[src/sdat_pkg.sv]
// ----------------------------------------------------------------------------
// sdat_pkg
// Shared types and constants for the sorted day accumulator table.
// ----------------------------------------------------------------------------
package sdat_pkg;

    localparam int DEPTH_DEF = 256;
    localparam int DAY_W     = 16;
    localparam int SEC_W     = 16;
    localparam int EPOCH_W   = 32;
    localparam int ADD_W     = 32;
    localparam int OUTC_W    = 3;

    localparam logic [SEC_W-1:0] SEC_MAX = 16'hFFFF;

    localparam logic CMD_ADD    = 1'b0;
    localparam logic CMD_LOOKUP = 1'b1;

    typedef enum logic [OUTC_W-1:0] {
        OC_UPDATED  = 3'd0,
        OC_INSERTED = 3'd1,
        OC_DROPPED  = 3'd2,
        OC_IGNORED  = 3'd3,
        OC_HIT      = 3'd4,
        OC_MISS     = 3'd5
    } t_outcome;

    typedef struct packed {
        logic [SEC_W-1:0]   day_seconds;
        t_outcome           outcome;
        logic [EPOCH_W-1:0] first_day;
    } t_result;

endpackage

[src/sdat_ifs.sv]


interface sdat_out_if import sdat_pkg::*; #(
    parameter int CNT_W = $clog2(DEPTH_DEF + 1)
) ();
    logic               valid;
    logic               ready;
    logic [SEC_W-1:0]   day_seconds;
    logic [OUTC_W-1:0]  outcome;
    logic [CNT_W-1:0]   entry_count;
    logic [EPOCH_W-1:0] first_day;

    modport source (output valid, day_seconds, outcome, entry_count, first_day,
                    input ready);
    modport sink   (input valid, day_seconds, outcome, entry_count, first_day,
                    output ready);
endinterface


[src/sdat_out_reg.sv]
// ----------------------------------------------------------------------------
// sdat_out_reg
// Result register between the sequencer and the output channel.
// ----------------------------------------------------------------------------
module sdat_out_reg import sdat_pkg::*; #(
    parameter int CNT_W = $clog2(DEPTH_DEF + 1)
) (
    input  logic             i_clk,
    input  logic             i_rst_n,
    input  logic             i_load,
    input  t_result          i_res,
    input  logic [CNT_W-1:0] i_count,
    output logic             o_free,
    sdat_out_if.source       o_out
);

    logic             r_valid;
    t_result          r_res;
    logic [CNT_W-1:0] r_count;

    assign o_free = !r_valid || o_out.ready;

    always_ff @(posedge i_clk) begin
        if (!i_rst_n) begin
            r_valid <= 1'b0;
        end else if (i_load) begin
            r_valid <= 1'b1;
        end else if (o_out.ready) begin
            r_valid <= 1'b0;
        end
    end

    always_ff @(posedge i_clk) begin
        if (i_load) begin
            r_res   <= i_res;
            r_count <= i_count;
        end
    end

    assign o_out.valid       = r_valid;
    assign o_out.day_seconds = r_res.day_seconds;
    assign o_out.outcome     = r_res.outcome;
    assign o_out.entry_count = r_count;
    assign o_out.first_day   = r_res.first_day;

endmodule

[src/flat_wrapper.sv]
// flat-port wrapper written by rule: the top's interface ports become plain ports
module sdat_out_reg_flat import sdat_pkg::*;
#(
    parameter int CNT_W = $clog2(DEPTH_DEF + 1)
)
  (i_clk, i_rst_n, i_load, i_res, i_count, o_free, o_out_valid, o_out_day_seconds, o_out_outcome, o_out_entry_count, o_out_first_day, o_out_ready);
  sdat_out_if #(.CNT_W(CNT_W)) o_out_i ();
  input  logic i_clk;
  input  logic i_rst_n;
  input  logic i_load;
  input  t_result i_res;
  input  logic [CNT_W-1:0] i_count;
  output logic o_free;
  output wire logic [$bits(o_out_i.valid)-1:0] o_out_valid;
  output wire logic [$bits(o_out_i.day_seconds)-1:0] o_out_day_seconds;
  output wire logic [$bits(o_out_i.outcome)-1:0] o_out_outcome;
  output wire logic [$bits(o_out_i.entry_count)-1:0] o_out_entry_count;
  output wire logic [$bits(o_out_i.first_day)-1:0] o_out_first_day;
  input wire logic [$bits(o_out_i.ready)-1:0] o_out_ready;
  assign o_out_valid = o_out_i.valid;
  assign o_out_day_seconds = o_out_i.day_seconds;
  assign o_out_outcome = o_out_i.outcome;
  assign o_out_entry_count = o_out_i.entry_count;
  assign o_out_first_day = o_out_i.first_day;
  assign o_out_i.ready = o_out_ready;
  sdat_out_reg #(.CNT_W(CNT_W)) u_core (.i_clk(i_clk), .i_rst_n(i_rst_n), .i_load(i_load), .i_res(i_res), .i_count(i_count), .o_free(o_free), .o_out(o_out_i));
endmodule
[config.mk]
export PLATFORM = sky130hd
export DESIGN_NAME = sdat_out_reg_flat
export DESIGN_NICKNAME = d
export VERILOG_FILES = /design/src/sdat_pkg.sv /design/src/sdat_ifs.sv /design/src/sdat_out_reg.sv /design/src/flat_wrapper.sv
export SDC_FILE = /design/constraint.sdc
export NUM_CORES = 1
export LEC_CHECK = 0
export ABC_AREA = 1
export CORE_ASPECT_RATIO = 2
export CORE_UTILIZATION = 59
export CTS_CLUSTER_DIAMETER = 100
export DETAILED_ROUTE_END_ITERATION = 10
export DONT_BUFFER_PORTS = 1
export HOLD_SLACK_MARGIN = 0.03
export PLACE_DENSITY = 0.75
export SYNTH_ARGS = -nofsm -noshare
export SYNTH_HDL_FRONTEND = slang
export SYNTH_SLANG_ARGS = --single-unit
export TNS_END_PERCENT = 1
[constraint.sdc]
create_clock -name i_clk -period 0.8 [get_ports i_clk]
set_clock_uncertainty 0.05 [all_clocks]
set_input_delay 0.16 -clock i_clk [delete_from_list [all_inputs] [get_ports i_clk]]
set_output_delay 0.16 -clock i_clk [all_outputs]
set_load 0.05 [all_outputs]
==> results.tsv, run 1 <==
stage	metric	value	unit
logic_synthesis	number of synthesized register bits	61	
logic_synthesis	yosys warns	0	
floorplanning	Ports	126	
logic_synthesis	Cells after Synth	66	
logic_synthesis	distinct cell type count of the synthesized netlist	5	
floorplanning	Std-Cell Rows	28	
outcome	failing step	detailed placement	
logic_synthesis	most area-consuming cells after synthesis	edfxtp_1 (97%), dfxtp_1 (1.1%), inv_1 (0.61%)	
outcome	status	stopped before the end	
floorplanning	die width	41.6	um
place	gpl congestion	0.682	
floorplanning	Initial Util	0.621	
floorplanning	DIE HEIGHT	81.2	um
logic_synthesis	Synth top area share	0.975	
logic_synthesis	Syn Area/Cell	28.0	um2
logic_synthesis	Synth area leader	edfxtp_1	
place	port buffer count	0	
logic_synthesis	Post-Syn Area	0.00185	mm2
logic_synthesis	Syn Nets	130	
outcome	tool error	[ERROR DPL-0038] Utilization greater than 100%, impossible to legalize	
logic_synthesis	Seq/Total Area, Yosys	0.986	
## metrics by stage
| step | instance area [um2] | cells | setup slack (ps) |
|---|---|---|---|
| floorplan | 1870 | 66 | -10.6 |
| global placement | 3120 | 157 | 24.0 |
## kinds of logic after synthesis
logic type | share of synthesized area
buffers and inverters | 0.00609
and+or+nand+nor | 0.00339
DFF | 0.986
AOI/OAI and AO/OA | 0.00474
## synthesized netlist by cell type
cell type and n:
a21oi_2 1, dfxtp_1 1, edfxtp_1 60, inv_1 3
nand2_2 1
==> run 2: changes to the inputs <==
--- a/config.mk
+++ b/config.mk
@@ -6,13 +6,10 @@
 export NUM_CORES = 1
 export LEC_CHECK = 0
 export ABC_AREA = 1
-export CORE_ASPECT_RATIO = 2
-export CORE_UTILIZATION = 59
-export CTS_CLUSTER_DIAMETER = 100
+export CORE_UTILIZATION = 40
 export DETAILED_ROUTE_END_ITERATION = 10
 export DONT_BUFFER_PORTS = 1
-export HOLD_SLACK_MARGIN = 0.03
-export PLACE_DENSITY = 0.75
+export PLACE_DENSITY_LB_ADDON = 0.15
 export SYNTH_ARGS = -nofsm -noshare
 export SYNTH_HDL_FRONTEND = slang
 export SYNTH_SLANG_ARGS = --single-unit
==> run 2 against run 1 <==
The flow now finishes, with violations (negative hold slack, negative setup slack). Synthesized cell count stayed put. Area after synthesis stayed put.
==> results.tsv, run 2 <==
stage	metric	value	unit	change
global_route	Total GRT Usage	0.240		
logic_synthesis	Main synth FF type	edfxtp_1		
clock_tree	Clock Sinks	61		
place	placed instance count	179		
timing	crit share post-route	1.46		
place	port buffer count	0		unchanged
routing	routed wire length per instance	21.2	um	
place	DP Worst Slack	-0.619	ps	
clock_tree	# hold bufs at CTS	62		
power	PD cells	2150	mW/mm2	
worst_setup_path	worst-path cell chain	buf_12		
power	Static Leak	1.53	nW	
timing	fin. max-slew vios	0		
logic_synthesis	Cells after Synth	66		unchanged
routing	post-DR vias/cell	4.75		
routing	DRT Wirelength	5.44	mm	
clock_tree	clock transition at the registers of the reported paths	60	ps	
place	gpl congestion	0.671		-1.5%
worst_setup_path	CP Max Fanout	1		
layout	commonest non-fill, non-tap cell in the layout	dlygate4sd3_1		
logic_synthesis	top-count cell post-synth	edfxtp_1		
routing	# DRC	0		
timing	crit path time final	1170	ps	
routing	vias after detailed routing	1222		
global_route	vias in the first global route	1377		
clock_tree	H-tree depth	3		
worst_setup_path	Worst Path Class, Setup	flip-flop to primary output		
logic_synthesis	most area-consuming cells after synthesis	edfxtp_1 (97%), dfxtp_1 (1.1%), inv_1 (0.61%)		
global_route	largest net degree at the start of global routing	62		
global_route	grt ovf	0		
floorplanning	Ports	126		unchanged
outcome	failing checks	negative hold slack, negative setup slack		
clock_tree	total CTS buffers	9		
logic_synthesis	yosys warns	0		unchanged
clock_tree	PostCTS Resize Cnt	0		
timing	WHS	-109	ps	
logic_synthesis	number of synthesized register bits	61		unchanged
global_route	global-route wire length before repair	7.90	mm	
power	Peak VDD IR	1.89	mV	
layout	Final nets	264		
floorplanning	die width	70.0	um	+68%
worst_setup_path	Worst setup EP type	primary output		
layout	area delta synth->final	113	%	
routing	ANT nets after route	0		
layout	most frequent cells in the layout	dlygate4sd3_1 (62), buf_12 (61), edfxtp_1 (60), clkbuf_8 (9), clkinv_2 (4)		
worst_setup_path	Crit path max-delay family	flip-flops		
clock_tree	Root Buffer	clkbuf_8		
flow_run	max_cap viols	0		
worst_setup_path	Slowest-stage cell, CP	edfxtp_1		
logic_synthesis	Synth top area share	0.975		unchanged
layout	max reg flops	32		
timing	Finish-stage setup viols	62		
power	Power Total	0.00845	W	
layout	share of layout cells above drive strength 1	0.380		
clock_tree	clk_lat worst skew	320	ps	
layout	fin cells	257		
logic_synthesis	Syn Area/Cell	28.0	um2	unchanged
worst_setup_path	Worst setup SP type	flip-flop		
clock_tree	maximum clock path buffer count	2		
global_route	antenna violations before repair	0		
logic_synthesis	distinct cell type count of the synthesized netlist	5		unchanged
timing	TNS Setup	-20690	ps	
logic_synthesis	Post-synth ARST share	0		unchanged
floorplanning	DIE HEIGHT	70.0	um	-14%
timing	Hold Vio Cnt, Final	60		
worst_setup_path	WP data arrival	960	ps	
timing	Slew headroom	0.894		
timing	Slew @ Worst Pin	158	ps	
floorplanning	Std-Cell Rows	24		-14%
worst_setup_path	Buf+Inv Stages, Crit Path	1		
logic_synthesis	Synth area leader	edfxtp_1		
worst_setup_path	crit-path max cell delay	440	ps	
routing	first-pass detailed-route iteration total	4		
logic_synthesis	Post-synth top cells	edfxtp_1 (60), inv_1 (3), a21oi_2 (1), dfxtp_1 (1), nand2_2 (1)		
timing	Final Worst Setup Slack	-365	ps	
worst_setup_path	CP Data Required Time	590	ps	
place	HPWL after DPL	2.81	mm	
floorplanning	Initial Util	0.422		-0.199
min_path	Worst Hold Class	input port to flip-flop		
clock_tree	CTS tree	built		
logic_synthesis	EDFF count, synth	60		unchanged
layout	# diodes	0		
outcome	status	complete, but fails checks		
logic_synthesis	Post-Syn Area	0.00185	mm2	unchanged
logic_synthesis	Seq/Total Area, Yosys	0.986		unchanged
floorplanning	Core Region	0.00438	mm2	
timing	FMAX	858	MHz	
logic_synthesis	Syn Nets	130		unchanged
floorplanning	die area	0.00490	mm2	
timing	RSZ-0062 raised after global routing	true		
routing	Iter 0 DRT Violations	73		
-- run 2: cell counts after synthesis --
No cell type changed its count.
-- run 2: report_power, final --
part / total [W] / internal [W] / switching, W
clock network: 0.00228 / 0.00110 / 0.00118
logic: 0.00214 / 0.00109 / 0.00105
registers: 0.00403 / 0.00380 / 0.000226
-- run 2: final cells by class --
type                    instances  area [um2]
inverters                       3        11.3
flip-flops and latches         61        1830
well taps                      52        65.1
clock inverters                 5        27.5
clock buffers                  11         131
fillers                       168         453
multi-input cells               2        28.8
repair buffers                123        1840
-- run 2: through the flow --
stage	area, um2	utilization
after floorplan	1870	-
after global placement	3150	0.719
after detailed placement	3150	0.719
after CTS	3930	0.897
after global routing	3930	0.897
final	3930	0.897
-- run 2: timing repair --
item | in CTS | in global routing
hold endpoints to repair | 121 | 60
setup endpoints to repair | 62 | 62
setup buffers | 0 | 0
pin swaps | 1 | 0
-- run 2: kinds of logic after synthesis --
logic type,count (synthesis),share of synthesized area
AOI/OAI and AO/OA,1,0.00474
buffers and inverters,3,0.00609
DFF,61,0.986
and+or+nand+nor,1,0.00339
-- run 2: layer usage --
layer	GRT usage	part of all wire	up-vias
li1	-	-	529
met1	0.228	0.32	594
met2	0.423	0.56	88
met3	0.117	0.10	11
met4	0.122	0.020	0
met5	0	0	-
-- run 2: worst paths after layout --
check	start	to	slack, ps	cells past startpoint
setup / recovery	u_core.o_out.first_day[8]	o_out_first_day[8]	-370	1
setup reg to reg	u_core.o_out.valid	u_core.o_out.valid	80	2
hold / removal	i_load	u_core.o_out.first_day[21]	-110	0
hold reg to reg	u_core.o_out.valid	u_core.o_out.valid	520	2
No activity file was read; power rests on OpenSTA's default activity.
